**config.mk**
```make
export PLATFORM = sky130hd
export DESIGN_NAME = wft_ram
export DESIGN_NICKNAME = d
export VERILOG_FILES = /design/src/design/wft_ram.sv
export SDC_FILE = /design/constraint.sdc
export NUM_CORES = 1
export LEC_CHECK = 0
export BUFFER_PORTS_ARGS = -buffer_cell sky130_fd_sc_hd__buf_2
export CAP_MARGIN = 30
export CORE_ASPECT_RATIO = 1.75
export CORE_MARGIN = 4
export CORE_UTILIZATION = 61
export CTS_CLUSTER_DIAMETER = 50
export DETAILED_ROUTE_END_ITERATION = 10
export GPL_ROUTABILITY_DRIVEN = 0
export PLACE_DENSITY = 0.84
export SETUP_SLACK_MARGIN = 0.15
export SYNTH_ARGS = -nofsm -noshare
export SYNTH_HDL_FRONTEND = slang
export SYNTH_SLANG_ARGS = --single-unit
```
**constraint.sdc**
```tcl
create_clock -name clk -period 2.47 [get_ports clk]
set_input_delay 0.1235 -clock clk [delete_from_list [all_inputs] [get_ports clk]]
set_output_delay 0.1235 -clock clk [all_outputs]
set_load 0.05 [all_outputs]
```
**src/design/wft_ram.sv**
```systemverilog
module wft_ram #(
  parameter int WIDTH = 8,
  parameter int DEPTH = 64
) (
  input  logic                                  clk,
  input  logic                                  we,
  input  logic [(DEPTH > 1 ? $clog2(DEPTH) : 1)-1:0] waddr,
  input  logic [WIDTH-1:0]                      wdata,
  input  logic                                  re,
  input  logic [(DEPTH > 1 ? $clog2(DEPTH) : 1)-1:0] raddr,
  output logic [WIDTH-1:0]                      rdata
);

  logic [WIDTH-1:0] mem [DEPTH];

  // one write port, one registered read port
  always_ff @(posedge clk) begin
    if (we) begin
      mem[waddr] <= wdata;
    end
    if (re) begin
      rdata <= mem[raddr];
    end
  end

endmodule

```
==> key figures <==
Worst setup path
  – Startpoint types: register
  – Crit path cell chain: mux4_2 > mux2_2 > o221a_2 > nor3_1 > o32ai_1
  – Arr. time, crit path: 2.46 ns
  – Slowest CP cell: mux4_2
  – Setup crit end kind: register
  – Crit-path max cell delay: roughly 0.46 ns
  – Crit Path Class: reg2reg
  – Critical Path RT: 2.77 ns
  – Maximum fanout along the worst path: 1

Layout
  – Area Growth Syn to Fin: 13.5%
  – FILL cells: ~1800
  – Nets: ~1100
  – Layout cell share with drive strength beyond 1: 31.2%
  – Final Util: 69.8%
  – N_diodes: 0

Clock network
  – Htree depth: 2
  – Hold_buf cts: 3
  – Clk Latency, worst-skew pair: ~0.56 ns
  – CTS root buffer: clkbuf_16
  – Maximum clock path buffer count: 3
  – CTS tree: built
  – Post-CTS setup repair buffer count: 0
  – Post-CTS sizing: 0
  – Worst-path clk slew: 0.07 ns
  – CTS Buf Count: 43
  – CTS Sinks: 520

Pwr
  – Pwr per Cell Area: 756 nW/µm²
  – NetSw: 0.00364 W
  – Maximum vdd ir drop: 0.000563 V
  – Comb pwr share: under 10%
  – Sw Ratio: 20.9%
  – Pint: between 0.01 and 0.015 W
  – Sequential share of power: a little under three fifths
  – Clk pwr share: 37.8%
  – Static leakage: 7.40 nW

Synthesis
  – Avg Cell Area, Syn: 21.5 µm²
  – Post-synth top area share: 77.1%
  – Top-count cell post-synth: edfxtp_1
  – Post-synth ARST share: 0%
  – Synth top area cells: edfxtp_1, mux4_2, nor2_1
  – Primary FF master, synth: edfxtp_1
  – Mapped Nets: around 960
  – Post-synth EDFFs: 520
  – Synth Instances: between 900 and 1000
  – Post-synth top area cell: edfxtp_1
  – Post-synthesis cell area: about 20000 µm²
  – Yosys warns: 0
  – Register area share after synthesis: 77.1%
  – Distinct cell type count after synthesis: 39
  – Most instantiated cells after synthesis: edfxtp_1, mux4_2, nor2_1
  – Seq cells post-synth: 520

STA
  – Clock Skews: 0.0265 ns
  – Worst slew pin tran: 0.781 ns
  – Max-slew violations: 0
  – Max_slew headroom: between 40% and 50%
  – # setup viols final: 0
  – Hold Vio Cnt, Final: 0
  – Crit share post-route: 87.6%
  – Crit path time final: 2.16 ns
  – Unrepaired setup endpoints after global routing: no
  – Setup TNS Final: 0 ns
  – Fmax: ~0.46 GHz

Global routing
  – Vias in the first global route: 10903
  – Pin count of the biggest net entering global routing: 65
  – First-pass GRT wire length: 70.5 mm
  – GRT overflow: 0
  – Initial antenna violation count: 0
  – GRT Resource Usage Total: 26.4%

Floorplan
  – Initial Utilization: 61.5%
  – Die width: 146 µm
  – Die ar.: 36300 µm²
  – Row cnt: 88
  – Core Footprint: about 33000 µm²
  – Total I/O pin count: 31
  – Die H: ~250 µm

Status
  – Status: completed

Min path
  – Hold Path Class: in2reg

Detailed routing
  – Detail Route Antenna Nets: 0
  – Vias post-DR: just over 10000
  – DRC errors left: 0
  – Starting DRT DRC Count: 1294
  – Avg WL per Cell: between 30 and 40 µm
  – Vias per inst: 6.79
  – Initial DRT Pass Iterations: 5
  – Drt total wl: 47.1 mm

Placement
  – # port buffers: 30
  – DP HPWL: approximately 30 mm

Run
  – Max cap viols: 0
==> final cells by class <==
type	count	area, µm²	area share, %
Sequential cell	520	15600	68.0
Multi-Input combinational cell	369	4320	18.8
Timing Repair Buffer	150	1190	5.18
Clock buffer	51	1150	5.00
Clock inverter	27	203	0.882
Tap cell	405	507	2.21
==> critical path, delay by kind of cell (launching register included) <==
kind	cells	cell delay [ns]
AND/OR/NAND/NOR	1	0.29
AO/OA/AOI/OAI	2	0.46
flip-flops	1	0.40
multiplexers	2	0.75
==> final timing paths <==
| check | from | to | slack (ns) | depth (start not counted) |
|---|---|---|---|---|
| max | mem[17][6]$_DFFE_PP_ | rdata[6]$_DFFE_PP_ | 0.31 | 5 |
| min | wdata[1] | mem[6][1]$_DFFE_PP_ | 0.11 | 1 |
| max reg2reg | mem[17][6]$_DFFE_PP_ | rdata[6]$_DFFE_PP_ | 0.31 | 5 |
| min reg2reg | mem[31][4]$_DFFE_PP_ | rdata[4]$_DFFE_PP_ | 0.98 | 3 |
==> flip-flops by register name, summed over array words and instances, names as in the netlist <==
| name | cells |
|---|---|
| mem | 512 |
| rdata | 8 |
==> power groups by stage <==
stage / combinational [W] / sequential (W) / clock, W
after floorplan: 0.000521 / 0.0100 / 0
after detailed placement: 0.000973 / 0.0100 / 0
final: 0.00100 / 0.00980 / 0.00656
after CTS: 0.000987 / 0.00981 / 0.00665
after global routing: 0.00105 / 0.00980 / 0.00704
after global placement: 0.000941 / 0.00999 / 0
==> layout by cell type (no fill, tap or decap), drive strengths merged, types with 3 or more instances in the layout <==
cell	instances
a211oi	4
a21oi	3
a221oi	6
a22oi	3
buf	144
clkbuf	52
clkinv	18
clkinvlp	4
dlygate4sd3	5
edfxtp	520
inv	3
mux2	13
mux2i	23
mux4	126
nand2	19
nand2b	7
nand3	13
nand3b	3
nor2	83
nor2b	14
nor3	7
o2111ai	3
o21ai	4
o221ai	8
o22ai	8
o2bb2ai	3
==> metrics by stage <==
| stage | instance area [µm²] | instances | power [W] | setup WS [ns] | hold WS, ns |
|---|---|---|---|---|---|
| final | 23000 | 1522 | 0.0174 | 0.307 | 0.115 |
| after global routing | 23000 | 1522 | 0.0179 | 0.246 | 0.112 |
| after CTS | 22900 | 1518 | 0.0174 | 0.340 | 0.0970 |
| after detailed placement | 21500 | 1437 | 0.0110 | 0.0352 | 0.503 |
| after global placement | 21500 | 1437 | 0.0109 | 0.159 | 0.506 |
| after floorplan | 20200 | 940 | 0.0106 | 0.540 | 0.222 |
==> per-layer routing <==
| layer | vias to the layer above | global-route usage, % | part of all wire (%) |
|---|---|---|---|
| li1 | 4209 | - | - |
| met1 | 5314 | 31.4 | 32 |
| met2 | 654 | 46.3 | 54 |
| met3 | 162 | 4.13 | 7.6 |
| met4 | 0 | 14.5 | 6.5 |
| met5 | - | 0 | 0 |
==> cell families (layout without fill, tap and decap cells) <==
kind of cell | count (synthesis) | in the layout | share of synthesized area, %
and+or+nand+nor | 153 | 153 | 3.37
muxes | 162 | 162 | 15.9
DFF | 520 | 520 | 77.1
buffers and inverters | 51 | 228 | 1.56
AOI/OAI and AO/OA | 54 | 54 | 2.06
Note: power is estimated with default switching activity, not from simulation.
