**src/design/wft_pkg.sv**
```systemverilog
package wft_pkg;

  // fixed result field widths
  localparam int IDX_W = 6;
  localparam int CNT_W = 16;

  localparam logic [CNT_W-1:0] COUNT_MAX = '1;

  // input request: one character or an end of word
  typedef struct packed {
    logic       kind;
    logic [7:0] ch;
  } in_t;

  localparam logic KIND_CHAR = 1'b0;
  localparam logic KIND_EOW  = 1'b1;

  // one result per non-empty word
  typedef struct packed {
    logic [IDX_W-1:0] entry_index;
    logic [CNT_W-1:0] count;
    logic             new_word;
    logic             table_full;
    logic             truncated;
  } out_t;

endpackage

```
**src/design/wft_search.sv**
```systemverilog
module wft_search #(
  parameter int MAX_WORDS = 64,
  parameter int WORD_LEN  = 20
) (
  input  logic                                          clk,
  input  logic                                          rst_n,
  input  logic                                          start,
  input  logic [WORD_LEN*8-1:0]                         word,
  input  logic [$clog2(WORD_LEN+1)-1:0]                 len,
  input  logic                                          overlong,
  output logic                                          busy,
  output logic                                          done,
  output logic                                          ram_we,
  output logic [(MAX_WORDS > 1 ? $clog2(MAX_WORDS) : 1)-1:0] ram_waddr,
  output logic [wft_pkg::CNT_W+$clog2(WORD_LEN+1)+WORD_LEN*8-1:0] ram_wdata,
  output logic                                          ram_re,
  output logic [(MAX_WORDS > 1 ? $clog2(MAX_WORDS) : 1)-1:0] ram_raddr,
  input  logic [wft_pkg::CNT_W+$clog2(WORD_LEN+1)+WORD_LEN*8-1:0] ram_rdata,
  output logic                                          out_valid,
  output wft_pkg::out_t                                 out_data
);

  localparam int IW = (MAX_WORDS > 1) ? $clog2(MAX_WORDS) : 1;
  localparam int TW = $clog2(MAX_WORDS + 1);
  localparam int LW = $clog2(WORD_LEN + 1);
  localparam int WB = WORD_LEN * 8;

  localparam logic S_IDLE = 1'b0;
  localparam logic S_SCAN = 1'b1;

  logic                  state_r, state_nxt;
  logic [TW-1:0]         total_r, total_nxt;
  logic [TW-1:0]         rd_idx_r, rd_idx_nxt;
  logic [IW-1:0]         cmp_idx_r, cmp_idx_nxt;
  logic                  cmp_vld_r, cmp_vld_nxt;
  logic                  out_valid_r, out_valid_nxt;
  wft_pkg::out_t         out_r, out_nxt;

  logic [WB-1:0]            row_word;
  logic [LW-1:0]            row_len;
  logic [wft_pkg::CNT_W-1:0] row_cnt, inc_cnt;
  logic                     hit, rd_more, miss_done;

  // unpack the row on the read port: {count, length, bytes}
  assign row_word = ram_rdata[WB-1:0];
  assign row_len  = ram_rdata[WB +: LW];
  assign row_cnt  = ram_rdata[WB+LW +: wft_pkg::CNT_W];
  assign inc_cnt  = (row_cnt == wft_pkg::COUNT_MAX) ? row_cnt
                                                     : row_cnt + wft_pkg::CNT_W'(1);

  // entry match: equal length and equal bytes within that length
  always_comb begin
    hit = cmp_vld_r && (row_len == len);
    for (int k = 0; k < WORD_LEN; k++) begin
      if ((LW'(k) < len) && (row_word[k*8 +: 8] != word[k*8 +: 8])) begin
        hit = 1'b0;
      end
    end
  end

  assign rd_more   = (rd_idx_r < total_r);
  assign miss_done = !rd_more && !hit;

  // scan sequencer: one read per cycle, compare in the cycle after each read
  always_comb begin
    state_nxt     = state_r;
    total_nxt     = total_r;
    rd_idx_nxt    = rd_idx_r;
    cmp_idx_nxt   = cmp_idx_r;
    cmp_vld_nxt   = 1'b0;
    out_valid_nxt = 1'b0;
    out_nxt       = out_r;
    ram_re        = 1'b0;
    ram_raddr     = rd_idx_r[IW-1:0];
    ram_we        = 1'b0;
    ram_waddr     = cmp_idx_r;
    ram_wdata     = {inc_cnt, row_len, row_word};
    done          = 1'b0;
    case (state_r)
      S_IDLE: begin
        if (start) begin
          state_nxt  = S_SCAN;
          rd_idx_nxt = '0;
        end
      end
      S_SCAN: begin
        ram_re      = rd_more;
        cmp_vld_nxt = rd_more;
        cmp_idx_nxt = rd_idx_r[IW-1:0];
        if (rd_more) begin
          rd_idx_nxt = rd_idx_r + TW'(1);
        end
        out_nxt.truncated = overlong;
        if (hit) begin
          // known word: bump its count in place
          ram_we               = 1'b1;
          out_valid_nxt        = 1'b1;
          out_nxt.entry_index  = wft_pkg::IDX_W'(cmp_idx_r);
          out_nxt.count        = inc_cnt;
          out_nxt.new_word     = 1'b0;
          out_nxt.table_full   = 1'b0;
          done                 = 1'b1;
          state_nxt            = S_IDLE;
        end else if (miss_done) begin
          out_valid_nxt = 1'b1;
          done          = 1'b1;
          state_nxt     = S_IDLE;
          if (total_r < TW'(MAX_WORDS)) begin
            // new word: append at the end of the table
            ram_we              = 1'b1;
            ram_waddr           = total_r[IW-1:0];
            ram_wdata           = {wft_pkg::CNT_W'(1), len, word};
            total_nxt           = total_r + TW'(1);
            out_nxt.entry_index = wft_pkg::IDX_W'(total_r[IW-1:0]);
            out_nxt.count       = wft_pkg::CNT_W'(1);
            out_nxt.new_word    = 1'b1;
            out_nxt.table_full  = 1'b0;
          end else begin
            out_nxt.entry_index = '0;
            out_nxt.count       = '0;
            out_nxt.new_word    = 1'b0;
            out_nxt.table_full  = 1'b1;
          end
        end
      end
      default: begin
        state_nxt = S_IDLE;
      end
    endcase
  end

  always_ff @(posedge clk) begin
    if (!rst_n) begin
      state_r     <= S_IDLE;
      total_r     <= '0;
      cmp_vld_r   <= 1'b0;
      out_valid_r <= 1'b0;
    end else begin
      state_r     <= state_nxt;
      total_r     <= total_nxt;
      cmp_vld_r   <= cmp_vld_nxt;
      out_valid_r <= out_valid_nxt;
    end
  end

  // scan pointers and result payload
  always_ff @(posedge clk) begin
    rd_idx_r  <= rd_idx_nxt;
    cmp_idx_r <= cmp_idx_nxt;
    out_r     <= out_nxt;
  end

  assign busy      = (state_r == S_SCAN);
  assign out_valid = out_valid_r;
  assign out_data  = out_r;

endmodule

```
**config.mk**
```make
export PLATFORM = sky130hd
export DESIGN_NAME = wft_search
export DESIGN_NICKNAME = d
export VERILOG_FILES = /design/src/design/wft_pkg.sv /design/src/design/wft_search.sv
export SDC_FILE = /design/constraint.sdc
export NUM_CORES = 1
export LEC_CHECK = 0
export CORE_AREA = 2 2 220 222
export DETAILED_ROUTE_END_ITERATION = 10
export DIE_AREA = 0 0 222 224
export DONT_BUFFER_PORTS = 1
export GPL_TIMING_DRIVEN = 1
export SYNTH_ARGS = -nofsm -noshare
export SYNTH_HDL_FRONTEND = slang
export SYNTH_SLANG_ARGS = --single-unit
```
**constraint.sdc**
```tcl
create_clock -name clk -period 3.75 [get_ports clk]
set_input_delay 0.1875 -clock clk [delete_from_list [all_inputs] [get_ports clk]]
set_output_delay 0.1875 -clock clk [all_outputs]
set_load 0.005 [all_outputs]
```
==> results.tsv <==
stage	metric	value	unit
die	chipWidth	222	um
sta	setup_slack	0.167	ns
critical_path	required	3.56	ns
critical_path	critPathLaunchType	register	
sta	hold-worst-slack	0.0251	ns
die	dieArea	49700	um2
route	drt_iter0_drc	330	
die	fp.dieH	224	um
critical_path	crit_slowest_cell	nor4bb_4	
flow_run	maxCapViolations	0	
route	vias	5697	
clock_tree	cts_tree	built	
global_routing	grt_pass1_wl	42.7	mm
global_routing	track_usage	0.120	
global_routing	grt_pass1_vias	5684	
die	io_pins	573	
die	placementRows	80	
route	wl_per_cell	24.8	um
final_layout	drive_gt1_frac	0.160	
synthesis	yosysWarnings	0	
critical_path	worst-path-buf-inv	2	
synthesis	synthArstFlopShare	0	
critical_path	critical_path.top_delay_family	compound AO/OA/AOI/OAI gates	
sta	fin_worst_skew	0.00920	ns
clock_tree	clkTransAtPathRegs	0.07	ns
critical_path	cp_common_cell	a21o_1	
critical_path	critical_path_peak_fanout	106	
critical_path	cp.depth	10	
clock_tree	cts_buffers	5	
critical_path	critPathLaunch	total_r[1]$_SDFFE_PN0P_	
synthesis	synth.top_cell.area_share	0.200	
clock_tree	clock_path_buffers	2	
power	irDropWorstVdd	0.169	mV
sta	worst_pin_slew	0.662	ns
placement	portBuffers	0	
final_layout	nets	1039	
die	initial_core_util	0.140	
sta	max_freq	0.279	GHz
final_layout	postLayoutCellArea	7520	um2
status	outcome	complete, no violations	
placement	dpl.hpwl	28.5	mm
critical_path	r2r.worst_path.cells	10	
min_path	hp-class	in2reg	
synthesis	synth_ff_type	edfxtp_1	
synthesis	syn_inst	691	
sta	setup_violations	0	
critical_path	crit_arrival	3.40	ns
critical_path	endpoint	ram_wdata[91]	
critical_path	worstSetupEndpointType	primary output	
critical_path	r2r_slack	1.00	ns
synthesis	yosys.area.top_type	xnor2_1	
final_layout	utilization	0.159	
critical_path	slowest_delay	0.59	ns
route	antenna_left	0	
sta	drv_slew	0	
synthesis	synth_seq_cells	48	
min_path	hold_start	rst_n	
power	p_per_area	242	nW/um2
sta	hold_violations	0	
route	vias_per_cell	4.39	
placement	place_congestion	1.10	
critical_path	rr_startpoint	total_r[1]$_SDFFE_PN0P_	
synthesis	avgSynthCellArea	9.57	um2
synthesis	synthTopCellsByArea	xnor2_1 20%, edfxtp_1 17%, mux2_1 17%	
final_layout	layout_common_cells	151 x xnor2_1, 98 x mux2_1, 70 x mux2_2	
synthesis	synthesis.nets	1050	
critical_path	critical_path_class	reg2out	
global_routing	overflow	0	
power	power_leakage	0.00221	uW
clock_tree	cts-root-buf	clkbuf_16	
route	first_pass_iters	5	
final_layout	syn2layout_area_growth	13.8	%
critical_path	rr_endpoint	rd_idx_r[6]$_SDFFCE_PN0P_	
clock_tree	h-tree-depth	2	
clock_tree	cts.sinks	48	
clock_tree	clk_latency	0.29	ns
sta	post-route-period-util	0.956	
placement	detailed_place.area	7330	um2
synthesis	synthesis.area	6610	um2
placement	place_ws	-0.0991	ns
synthesis	synth_cell_types	49	
synthesis	synth-seq-area-share	0.203	
global_routing	grt_max_degree	107	
global_routing	antenna_found_initial	1	
synthesis	synth_edf_count	38	
sta	min_period	3.58	ns
final_layout	final_common_cell	xnor2_1	
route	wirelength	32.2	mm
critical_path	path_cells	inv_1 > ha_1 > a21o_1 > a21o_1 > a21o_1 > a21oi_1 > o21a_1 > nor4bb_4 > buf_12 > mux2_1	
sta	rsz0062_at_grt	yes	
sta	slew_headroom	0.559	
route	drc	0	
die	core-area	47300	um2
-- metal layers --
| layer | wire [um] | GRT usage | up-vias | part of all wire |
|---|---|---|---|---|
| li1 | - | - | 2465 | - |
| met1 | 11100 | 0.125 | 2705 | 0.35 |
| met2 | 15800 | 0.212 | 467 | 0.49 |
| met3 | 3870 | 0.0497 | 60 | 0.12 |
| met4 | 1440 | 0.0490 | 0 | 0.045 |
| met5 | 0 | 0 | - | 0 |
-- sequential cells by signal (all words and copies together) (netlist names) --
signal	count
cmp_idx_r	6
rd_idx_r	7
out_data	25
busy	1
out_valid	1
cmp_vld_r	1
total_r	7
-- layout make-up --
class / count / area [um2]
Inverter: 12 / 45.0
Clock inverter: 3 / 42.5
Fill cell: 5272 / 39800
Timing Repair Buffer: 20 / 203
Sequential cell: 48 / 1340
Tap cell: 615 / 769
Clock buffer: 5 / 125
Antenna cell: 1 / 2.50
Multi-Input combinational cell: 593 / 5000
-- per-stage QoR --
| stage | setup TNS, ns | instances | power, uW |
|---|---|---|---|
| global placement | -8.89 | 1286 | 1310 |
| detailed placement | -4.04 | 1286 | 1320 |
| finish | 0 | 1297 | 1820 |
| floorplan | 0 | 691 | 1190 |
| global route | -0.00617 | 1296 | 1910 |
| CTS | 0 | 1295 | 1840 |
-- kinds of logic after synthesis --
group                      Yosys count  synth area share
muxes                              179             0.303
DFF                                 48             0.203
xor gates and xnor gates           180             0.239
and+or+nand+nor                    182             0.148
AOI/OAI and AO/OA                   43            0.0454
adders and majority gates            9            0.0170
buffers and inverters               50            0.0450
-- synth_stat cells (11+ instances only) --
library cell    n
buf_6          11
inv_1          12
nand3_1        15
nand2_1        23
nor4_1         12
edfxtp_1       38
xnor2_1       151
o21ai_0        11
mux2i_1        11
nand4_1        41
clkbuf_1       13
nor2_1         48
mux2_1         98
mux2_2         70
xor2_1         29
-- where the power goes --
part	leakage (uW)	internal (uW)	switching (uW)
clock	0.0000814	314	196
combinational	0.00170	343	328
sequential	0.000420	611	28.9
total	0.00221	1270	553
-- worst register-to-register path, cell delays in order (launching register included) --
cell	delay [ns]
dfxtp_1	0.42
inv_1	0.11
ha_1	0.29
a21o_1	0.16
a21o_1	0.16
a21o_1	0.17
a21oi_1	0.14
o21a_1	0.28
buf_4	0.22
and2_1	0.24
or2_2	0.25
-- what timing repair did --
| action | CTS | global route |
|---|---|---|
| resized for setup | 1 | 0 |
| pin swaps | 0 | 1 |
| hold buffers | 1 | 0 |
| buffers inserted | 0 | 1 |
| setup endpoints to repair | 115 | 74 |
| endpoints found under the hold margin | 1 | 0 |
-- worst min-delay path by stage --
stage / end / slack [ns] / cells after the start
3_3_place_gp: out_data[0]$_DFFE_PP_ / 0.29 / 0
6_report: busy$_SDFF_PN0_ / 0.03 / 1
3_5_place_dp: out_data[0]$_DFFE_PP_ / 0.29 / 0
4_1_cts: busy$_SDFF_PN0_ / 0.03 / 1
2_1_floorplan: out_data[0]$_DFFE_PP_ / 0.29 / 0
5_1_grt: busy$_SDFF_PN0_ / 0.02 / 1
No activity file was read; power rests on OpenSTA's default activity.
