[config.mk]
export PLATFORM = sky130hd
export DESIGN_NAME = wft_collect
export DESIGN_NICKNAME = d
export VERILOG_FILES = /design/src/design/wft_collect.sv
export SDC_FILE = /design/constraint.sdc
export NUM_CORES = 1
export LEC_CHECK = 0
export ABC_AREA = 1
export BUFFER_PORTS_ARGS = -buffer_cell sky130_fd_sc_hd__buf_4
export CORE_ASPECT_RATIO = 1.1
export CORE_MARGIN = 2
export CORE_UTILIZATION = 40
export CTS_CLUSTER_DIAMETER = 80
export DETAILED_ROUTE_END_ITERATION = 8
export PLACE_DENSITY = 0.67
export SETUP_SLACK_MARGIN = 0.3
export SLEW_MARGIN = 10
export SYNTH_ARGS = -nofsm -noshare
export SYNTH_HDL_FRONTEND = slang
export SYNTH_SLANG_ARGS = --single-unit
[constraint.sdc]
create_clock -name clk -period 3 [get_ports clk]
set_clock_uncertainty 0.05 [all_clocks]
set_input_delay 0.15 -clock clk [delete_from_list [all_inputs] [get_ports clk]]
set_output_delay 0.15 -clock clk [all_outputs]
set_load 0.005 [all_outputs]
[src/design/wft_collect.sv]
module wft_collect #(
  parameter int WORD_LEN = 20
) (
  input  logic                                clk,
  input  logic                                rst_n,
  input  logic                                char_vld,
  input  logic [7:0]                          ch,
  input  logic                                clr,
  output logic [WORD_LEN*8-1:0]               word,
  output logic [$clog2(WORD_LEN+1)-1:0]       len,
  output logic                                overlong
);

  localparam int LW = $clog2(WORD_LEN + 1);

  logic [WORD_LEN*8-1:0] word_r, word_nxt;
  logic [LW-1:0]         len_r, len_nxt;
  logic                  overlong_r, overlong_nxt;
  logic                  full;

  assign full = (len_r == LW'(WORD_LEN));

  // append a character, or note the overflow; clear at end of word
  always_comb begin
    word_nxt     = word_r;
    len_nxt      = len_r;
    overlong_nxt = overlong_r;
    if (clr) begin
      len_nxt      = '0;
      overlong_nxt = 1'b0;
    end else if (char_vld) begin
      if (full) begin
        overlong_nxt = 1'b1;
      end else begin
        for (int k = 0; k < WORD_LEN; k++) begin
          if (len_r == LW'(k)) begin
            word_nxt[k*8 +: 8] = ch;
          end
        end
        len_nxt = len_r + LW'(1);
      end
    end
  end

  always_ff @(posedge clk) begin
    if (!rst_n) begin
      len_r      <= '0;
      overlong_r <= 1'b0;
    end else begin
      len_r      <= len_nxt;
      overlong_r <= overlong_nxt;
    end
  end

  // character buffer is payload only
  always_ff @(posedge clk) begin
    word_r <= word_nxt;
  end

  assign word     = word_r;
  assign len      = len_r;
  assign overlong = overlong_r;

endmodule

==> results.txt, run 1 <==
----------------------------------------------------
[Worst hold path]
  Worst hold stages ... 3
  Startpoint of the lowest-slack hold path ... rst_n
  Worst hold-check path type ... in2reg
  End point of the worst hold path ... overlong

[Setup path]
  CP delay by family, top ... simple AND/OR/NAND/NOR gates
  R2r startpoint ... len[0]
  Depth of the worst register-to-register path ... 7
  Critical Path Most Common Cell ... sky130_fd_sc_hd__nor2_4
  Worst stage delay on the critical path ... 0.55 ns
  Category of the most critical setup path ... reg2reg
  Worst reg2reg setup slack ... 0.80 ns
  Category of the worst setup path capture point ... register
  Data required time of the critical path ... 2.99 ns
  Worst-path cell chain ... inv_1 > ha_1 > nand2_4 > nor2_4 > nor2_4 > nand2_2 > nor2_1
  Arr. time, crit path ... 2.19 ns
  Cell at the slowest stage of the critical path ... sky130_fd_sc_hd__nor2_1
  Kind of start point of the critical path ... register
  Endpoint of the worst register-to-register path ... word[38]
  Critical path buffers and inverters ... 1
  CP max FO ... 8

[Synthesis]
  Mux share of post-synthesis cell area ... 0
  Synthesis-stage register bit count ... 166
  Combinational family with the most area after synthesis ... simple AND/OR/NAND/NOR gates
  Count of unique library cells instantiated by Yosys ... 17
  Post-Synth Adder-Cell Area ... 0.0139
  Post-synthesis instance area ... 0.00542 mm²
  Avg Synthesized Cell Area ... 20.4 µm²
  Count of mapped cells out of synthesis ... 265
  Compound-cell area share of the yosys netlist ... 0.00531
  Syn nets ... 283
  Xor/xnor share of the synthesized area ... 0
  Yosys Warn Count ... 0
  Proportion of synthesized chip area in sequential cells ... 0.909
  Simple-gate share of the synthesized area ... 0.0587

[Floorplanning]
  Die boundary height ... 126 µm
  Overall die width ... 115 µm
  Row count ... 44
  Starting Density ... 0.410
  Die area ... 0.0145 mm²
  Core footprint ... 0.0132 mm²
  Number of placed I/O pins ... 178

[CTS]
  Number of gates given a new drive strength after cts ... 0
  Clock tree from TritonCTS ... yes
  Num CTS Buffers ... 17
  Buffers from clock root to sink, at most ... 2
  Clk Latency, worst-skew pair ... 0.41 ns
  Number of hold buffers added after cts ... 0
  Root cell of the clock tree ... sky130_fd_sc_hd__clkbuf_16
  Setup Buffers After CTS ... 0
  Clock sink count ... 166
  Clock input transition at the sequential cells of the worst setup and hold paths ... 0.06 ns
  Number of H-tree levels ... 4

[Place]
  DPL Wire Length ... 8.27 mm
  PortBufs ... 177
  Cell count after placement ... 602
  Last weighted congestion value of the routability-driven placer ... 0.856

[Layout]
  Area added between synthesis and finish ... 38.9%
  Combined flip-flop and latch cell area ... 0.00492 mm²
  Antenna diodes ... 0
  Number of standard cells in the final layout excluding fillers ... 634
  Final nets ... 478
  Share of post-route cells with drive strength above 1 ... 0.467
  Final-layout fill cell count ... 1,023
  Multi-input combinational cell area ... 422 µm²

[STA]
  Final hold violation count ... 0
  Achievable frequency ... 456 MHz
  Tcrit/Tclk final ... 0.732
  Remaining max-slew budget at the tightest pin ... 0.513
  Minimum clock period after layout ... 2.20 ns
  Count of final setup violators ... 0
  Setup repair after global routing missed its margin ... no
  Sum Neg Setup Slack ... 0 ns
  Count of final max-slew check failures ... 0
  Actual slew at the worst max-slew pin ... 0.728 ns

[Power]
  Overall power ... 4.77 mW
  Power density cells ... 633 mW/mm²
  Static Leakage ... 2.85 nW
  Worst voltage drop across the vdd grid ... 0.000329 V

[Detailed routing]
  Overall routed net length ... 12.7 mm
  Routed wire per std cell ... 20.0 µm
  Detail-routed via count per cell ... 4.71
  Routed via count ... 2,988
  Drc violations ... 0
  Post-route ant nets ... 0
  First drt pass iteration count ... 4
  Starting DRC count in detailed routing ... 187

[Global route]
  Global-route wire length before repair ... 18.4 mm
  Vias in the first global route ... 3,038
  Largest net degree at the start of global routing ... 21
  Aggregate global-route resource usage ... 0.179
  Total congestion overflow ... 0
  Antenna violations before repair ... 0

[Job]
  Max_cap viols ... 0

[Run status]
  Status ... finished clean

----------------------------------------------------
-- routing by layer --
layer / vias up / GRT usage / share of wire
li1: 1369 / - / -
met1: 1479 / 0.219 / 0.40
met2: 124 / 0.299 / 0.52
met3: 16 / 0.0549 / 0.064
met4: 0 / 0.0666 / 0.018
met5: - / 0 / 0
-- cells in the mapped netlist --
cell type / instances / area [µm²]
sky130_fd_sc_hd__a21oi_1: 4 / 20.0
sky130_fd_sc_hd__a21oi_2: 1 / 8.76
sky130_fd_sc_hd__and3_1: 1 / 6.26
sky130_fd_sc_hd__buf_2: 1 / 5.00
sky130_fd_sc_hd__dfxtp_1: 6 / 120
sky130_fd_sc_hd__edfxtp_1: 160 / 4800
sky130_fd_sc_hd__ha_1: 6 / 75.1
sky130_fd_sc_hd__inv_1: 12 / 45.0
sky130_fd_sc_hd__inv_2: 4 / 15.0
sky130_fd_sc_hd__inv_4: 1 / 6.26
sky130_fd_sc_hd__nand2_1: 20 / 75.1
sky130_fd_sc_hd__nand2_2: 2 / 12.5
sky130_fd_sc_hd__nand2_4: 2 / 22.5
sky130_fd_sc_hd__nand3_1: 10 / 50.1
sky130_fd_sc_hd__nor2_1: 31 / 116
sky130_fd_sc_hd__nor2_2: 2 / 12.5
sky130_fd_sc_hd__nor2_4: 2 / 22.5
-- kinds of logic (layout without fill, tap and decap cells) --
family                   after synthesis  after routing
AO/OA/AOI/OAI                          5              5
adder cells (fa/ha/maj)                6              6
buffers and inverters                 18            226
flip-flops                           166            166
AND/OR/NAND/NOR                       70             70
-- stage by stage --
stage                     worst slack (ns)  hold slack, ns  instance area [µm²]   util
after floorplan                       1.11           0.199                 5420      -
after global placement               0.938           0.405                 6940  0.525
after detailed placement             0.771           0.413                 6940  0.525
after CTS                            0.755          0.0107                 7520  0.569
after global routing                 0.599          0.0331                 7520  0.569
final                                0.805          0.0295                 7520  0.569
-- sequential cells by signal, indices dropped and copies added (netlist names) --
signal    count
word        160
len           5
overlong      1
-- layout by cell type, fill, tap and decap left out --
cell type,netlist,routed
sky130_fd_sc_hd__inv_4,1,1
sky130_fd_sc_hd__clkinv_1,0,1
sky130_fd_sc_hd__clkbuf_16,0,17
sky130_fd_sc_hd__nand2_2,2,2
sky130_fd_sc_hd__a21oi_1,4,4
sky130_fd_sc_hd__dfxtp_1,6,6
sky130_fd_sc_hd__inv_8,0,1
sky130_fd_sc_hd__nor2_4,2,2
sky130_fd_sc_hd__and3_1,1,1
sky130_fd_sc_hd__edfxtp_1,160,160
sky130_fd_sc_hd__nand3_1,10,10
sky130_fd_sc_hd__buf_4,0,177
sky130_fd_sc_hd__nor2_2,2,2
sky130_fd_sc_hd__inv_6,0,3
sky130_fd_sc_hd__clkinv_2,0,2
sky130_fd_sc_hd__nand2_4,2,2
sky130_fd_sc_hd__nand2_1,20,20
sky130_fd_sc_hd__a21oi_2,1,1
sky130_fd_sc_hd__nor2_1,31,31
sky130_fd_sc_hd__inv_2,4,4
sky130_fd_sc_hd__clkbuf_1,0,1
sky130_fd_sc_hd__bufinv_16,0,2
sky130_fd_sc_hd__clkinv_4,0,2
sky130_fd_sc_hd__clkinvlp_4,0,3
sky130_fd_sc_hd__inv_1,12,12
sky130_fd_sc_hd__ha_1,6,6
-- worst reg2reg max path: stages, from the launching register on --
cell	delay (ns)
sky130_fd_sc_hd__dfxtp_1	0.48
sky130_fd_sc_hd__inv_1	0.10
sky130_fd_sc_hd__ha_1	0.27
sky130_fd_sc_hd__nand2_4	0.11
sky130_fd_sc_hd__nor2_4	0.05
sky130_fd_sc_hd__nor2_4	0.11
sky130_fd_sc_hd__nand2_2	0.09
sky130_fd_sc_hd__nor2_1	0.55
-- final cells by class --
cell class                      count  area share
Multi-Input combinational cell     81      0.0560
Clock inverter                     14      0.0201
Tap cell                          161      0.0268
Timing Repair Buffer              177       0.177
Clock buffer                       18      0.0570
Sequential cell                   166       0.655
Inverter                           17     0.00881
-- worst max path at each step --
| stage | from | endpoint | slack, ns | depth (start not counted) |
|---|---|---|---|---|
| 3_3_place_gp | len[0] | word[32] | 0.94 | 7 |
| 6_report | len[0] | word[38] | 0.80 | 7 |
| 4_1_cts | len[0] | word[34] | 0.75 | 7 |
| 2_1_floorplan | len[0] | word[56] | 1.11 | 7 |
| 5_1_grt | len[0] | word[38] | 0.60 | 7 |
| 3_5_place_dp | len[0] | word[39] | 0.77 | 7 |
-- where the power goes --
part	leakage (nW)	switching, mW	internal, mW
Combinational	1.09	0.0768	0.0294
Sequential	1.49	0.00679	2.55
Clock	0.277	0.868	1.23
Total	2.85	0.951	3.81
No activity file was read; power rests on OpenSTA's default activity.
==> run 2, diff against run 1 <==
- ABC_AREA: 1 -> 0
- clock period: 3 -> 2.1 ns (I/O delays scaled with it)
==> results.txt, run 2 <==
----------------------------------------------------
[Synthesis]
  Top flip-flop cell by instance count after synthesis ... sky130_fd_sc_hd__edfxtp_1
  Syn nets ... 246 (-13%)
  Top-area cell type share of the netlist area ... 0.899 (+0.0118)
  Library cell with the highest instance count after synthesis ... sky130_fd_sc_hd__edfxtp_1
  Synth top area cells ... sky130_fd_sc_hd__edfxtp_1, sky130_fd_sc_hd__dfxtp_1, sky130_fd_sc_hd__and2_1, sky130_fd_sc_hd__ha_1, sky130_fd_sc_hd__nor3_2
  Yosys Warn Count ... 0 (unchanged)
  FFs w/ async S/R, synth ... 0 (unchanged)
  Number of enable flip-flop cells after synthesis ... 160 (unchanged)
  Avg Synthesized Cell Area ... 23.4 µm² (+15%)
  Synthesis-stage register bit count ... 166 (unchanged)
  Commonest cells post-synth ... sky130_fd_sc_hd__edfxtp_1, sky130_fd_sc_hd__and2_1, sky130_fd_sc_hd__dfxtp_1, sky130_fd_sc_hd__ha_1, sky130_fd_sc_hd__inv_1
  Proportion of synthesized chip area in sequential cells ... 0.921 (+0.0121)
  Cell type with the highest aggregate area in the netlist ... sky130_fd_sc_hd__edfxtp_1
  Count of unique library cells instantiated by Yosys ... 26 (+9)
  Count of mapped cells out of synthesis ... 228 (-14%)
  Post-synthesis instance area ... 0.00535 mm² (-1.3%)

[Global route]
  Global-route wire length before repair ... 17.8 mm (-3.1%)
  Vias in the first global route ... 2,859 (-5.9%)
  Largest net degree at the start of global routing ... 21 (unchanged)
  Aggregate global-route resource usage ... 0.179 (-0.000578)
  Total congestion overflow ... 0 (unchanged)
  Antenna violations before repair ... 0 (unchanged)

[Floorplanning]
  Row count ... 44 (unchanged)
  Number of placed I/O pins ... 178 (unchanged)
  Starting Density ... 0.408 (-0.00200)
  Overall die width ... 114 µm (-0.64%)
  Die area ... 0.0143 mm² (-1.3%)
  Die boundary height ... 125 µm (-0.64%)
  Core footprint ... 0.0131 mm² (-0.83%)

[CTS]
  Num CTS Buffers ... 17 (unchanged)
  Buffers from clock root to sink, at most ... 2 (unchanged)
  Clock input transition at the sequential cells of the worst setup and hold paths ... 0.06 ns (about the same)
  Clk Latency, worst-skew pair ... 0.42 ns (about the same)
  Clock sink count ... 166 (unchanged)
  Setup Buffers After CTS ... 0 (unchanged)
  Number of H-tree levels ... 4 (unchanged)
  Clock tree from TritonCTS ... yes
  Root cell of the clock tree ... sky130_fd_sc_hd__clkbuf_16

[Setup path]
  Category of the most critical setup path ... reg2reg
  CP delay by family, top ... simple AND/OR/NAND/NOR gates
  Endpoint of the worst register-to-register path ... word[40]
  Data required time of the critical path ... 2.16 ns (-0.83 ns)
  Critical path buffers and inverters ... 0 (-1)
  CP max FO ... 8 (unchanged)
  Worst-path cell chain ... or3b_4 > nor2_2 > and2_2
  Arr. time, crit path ... 1.82 ns (-0.37 ns)
  Worst stage delay on the critical path ... 0.46 ns (-0.09 ns)
  Beginning of the critical path ... len[3]
  Worst reg2reg setup slack ... 0.34 ns (-0.46 ns)
  Category of the worst setup path capture point ... register
  Kind of start point of the critical path ... register
  Depth of the worst register-to-register path ... 3 (-4)
  Cell at the slowest stage of the critical path ... sky130_fd_sc_hd__or3b_4
  R2r startpoint ... len[3]

[Place]
  Last weighted congestion value of the routability-driven placer ... 0.764 (-11%)
  Cell area reported after detailed placement ... 0.00689 mm² (-0.76%)
  PortBufs ... 177 (unchanged)
  Cell count after placement ... 566 (-6.0%)
  DPL Wire Length ... 7.92 mm (-4.3%)
  Setup WS pre-CTS ... 0.185 ns (-0.585 ns)

[Detailed routing]
  Routed wire per std cell ... 20.4 µm (+2.2%)
  Detail-routed via count per cell ... 4.79 (+1.5%)
  Starting DRC count in detailed routing ... 134 (-28%)
  Overall routed net length ... 12.3 mm (-3.1%)
  Drc violations ... 0 (unchanged)
  Routed via count ... 2,876 (-3.7%)
  Post-route ant nets ... 0 (unchanged)
  First drt pass iteration count ... 4 (unchanged)

[Layout]
  Area added between synthesis and finish ... 41.7%
  Leading cell type in the layout, fill and taps excluded ... sky130_fd_sc_hd__buf_4
  Antenna diodes ... 0 (unchanged)
  Final nets ... 445 (-6.9%)
  Flip-flop count of the largest register after layout ... 160 (unchanged)
  Cell area after layout ... 0.00758 mm² (+0.72%)
  Top library cells by usage in the layout, fill and taps aside ... sky130_fd_sc_hd__buf_4, sky130_fd_sc_hd__edfxtp_1, sky130_fd_sc_hd__clkbuf_16
  Share of post-route cells with drive strength above 1 ... 0.525 (+0.0578)
  Number of standard cells in the final layout excluding fillers ... 601 (-5.2%)
  Fin util ... 0.578 (+0.00889)

[STA]
  Post-route worst setup slack ... 0.342 ns (-0.462 ns)
  Count of final max-slew check failures ... 0 (unchanged)
  Minimum clock period after layout ... 1.76 ns (-0.438 ns)
  Sum Neg Setup Slack ... 0 ns (unchanged)
  Tcrit/Tclk final ... 0.837 (+0.105)
  Achievable frequency ... 569 MHz (+25%)
  Final hold violation count ... 0 (unchanged)
  Actual slew at the worst max-slew pin ... 0.415 ns (-0.313 ns)
  Remaining max-slew budget at the tightest pin ... 0.724 (+0.211)
  Setup repair after global routing missed its margin ... no
  Count of final setup violators ... 0 (unchanged)
  Worst slack on hold paths ... 0.0259 ns (-0.00353 ns)

[Power]
  Static Leakage ... 2.84 nW (-0.52%)
  Overall power ... 6.95 mW (+46%)
  Power density cells ... 917 mW/mm² (+45%)
  Worst voltage drop across the vdd grid ... 0.000395 V (+20%)

[Worst hold path]
  Worst hold-check path type ... in2reg
  Worst hold stages ... 1 (-2)
  Startpoint of the lowest-slack hold path ... ch[1]
  End point of the worst hold path ... word[1]

[Run status]
  Status ... finished clean

[Job]
  Max_cap viols ... 0 (unchanged)

----------------------------------------------------
-- run 2: cell types whose count changed after synthesis, moves of 4 or more --
cell | previous run | this run
sky130_fd_sc_hd__nor2_1 | 31 | 2
sky130_fd_sc_hd__nand2_1 | 20 | 0
sky130_fd_sc_hd__and2_1 | 0 | 19
sky130_fd_sc_hd__nand3_1 | 10 | 2
sky130_fd_sc_hd__inv_1 | 12 | 5
sky130_fd_sc_hd__inv_2 | 4 | 0
sky130_fd_sc_hd__o21ai_0 | 0 | 4
-- run 2: layer usage --
| layer | vias to the layer above | global-route usage | routed length (µm) |
|---|---|---|---|
| li1 | 1284 | - | - |
| met1 | 1437 | 0.238 | 5230 |
| met2 | 137 | 0.274 | 5990 |
| met3 | 18 | 0.0577 | 840 |
| met4 | 0 | 0.0717 | 211 |
| met5 | - | 0 | 0 |
-- run 2: how the worst max path moves through the flow --
| stage | slack (ns) | cells after the start | to |
|---|---|---|---|
| after detailed placement | 0.19 | 3 | word[11] |
| after global placement | 0.25 | 3 | word[142] |
| final | 0.34 | 3 | word[40] |
| after CTS | 0.28 | 3 | word[11] |
| after global routing | 0.30 | 4 | word[92] |
| after floorplan | 0.31 | 5 | word[120] |
-- run 2: timing repair --
action,4_1_cts,5_1_grt
hold buffers,3,0
endpoints found under the setup margin,104,48
endpoints found under the hold margin,6,0
gates resized for setup,16,9
-- run 2: kinds of logic (layout without fill, tap and decap cells) --
| family | count (synthesis) | count (layout) | share of synthesized area |
|---|---|---|---|
| buffers and inverters | 7 | 219 | 0.00655 |
| AO/OA/AOI/OAI | 9 | 9 | 0.00889 |
| XOR/XNOR | 1 | 1 | 0.00164 |
| flip-flops | 166 | 166 | 0.921 |
| AND/OR/NAND/NOR | 39 | 39 | 0.0477 |
| adder cells (fa/ha/maj) | 6 | 6 | 0.0140 |
-- run 2: final cells by class --
| type | instances | area [µm²] |
|---|---|---|
| Timing Repair Buffer | 182 | 1380 |
| Clock inverter | 14 | 183 |
| Multi-Input combinational cell | 55 | 439 |
| Fill cell | 1031 | 5530 |
| Clock buffer | 18 | 429 |
| Inverter | 5 | 18.8 |
| Sequential cell | 166 | 4930 |
| Tap cell | 161 | 201 |
-- run 2: report_power, final --
part	leakage [nW]	internal (mW)	total (mW)	switching [mW]
registers	1.49	3.64	3.65	0.00751
clock network	0.293	1.98	3.16	1.19
logic	1.06	0.0416	0.134	0.0924
total	2.84	5.66	6.95	1.29
-- run 2: worst reg2reg max path: stages, from the launching register on --
cell and delay [ns]:
sky130_fd_sc_hd__dfxtp_1 0.37, sky130_fd_sc_hd__or3b_4 0.46, sky130_fd_sc_hd__nor2_2 0.25, sky130_fd_sc_hd__and2_2 0.31
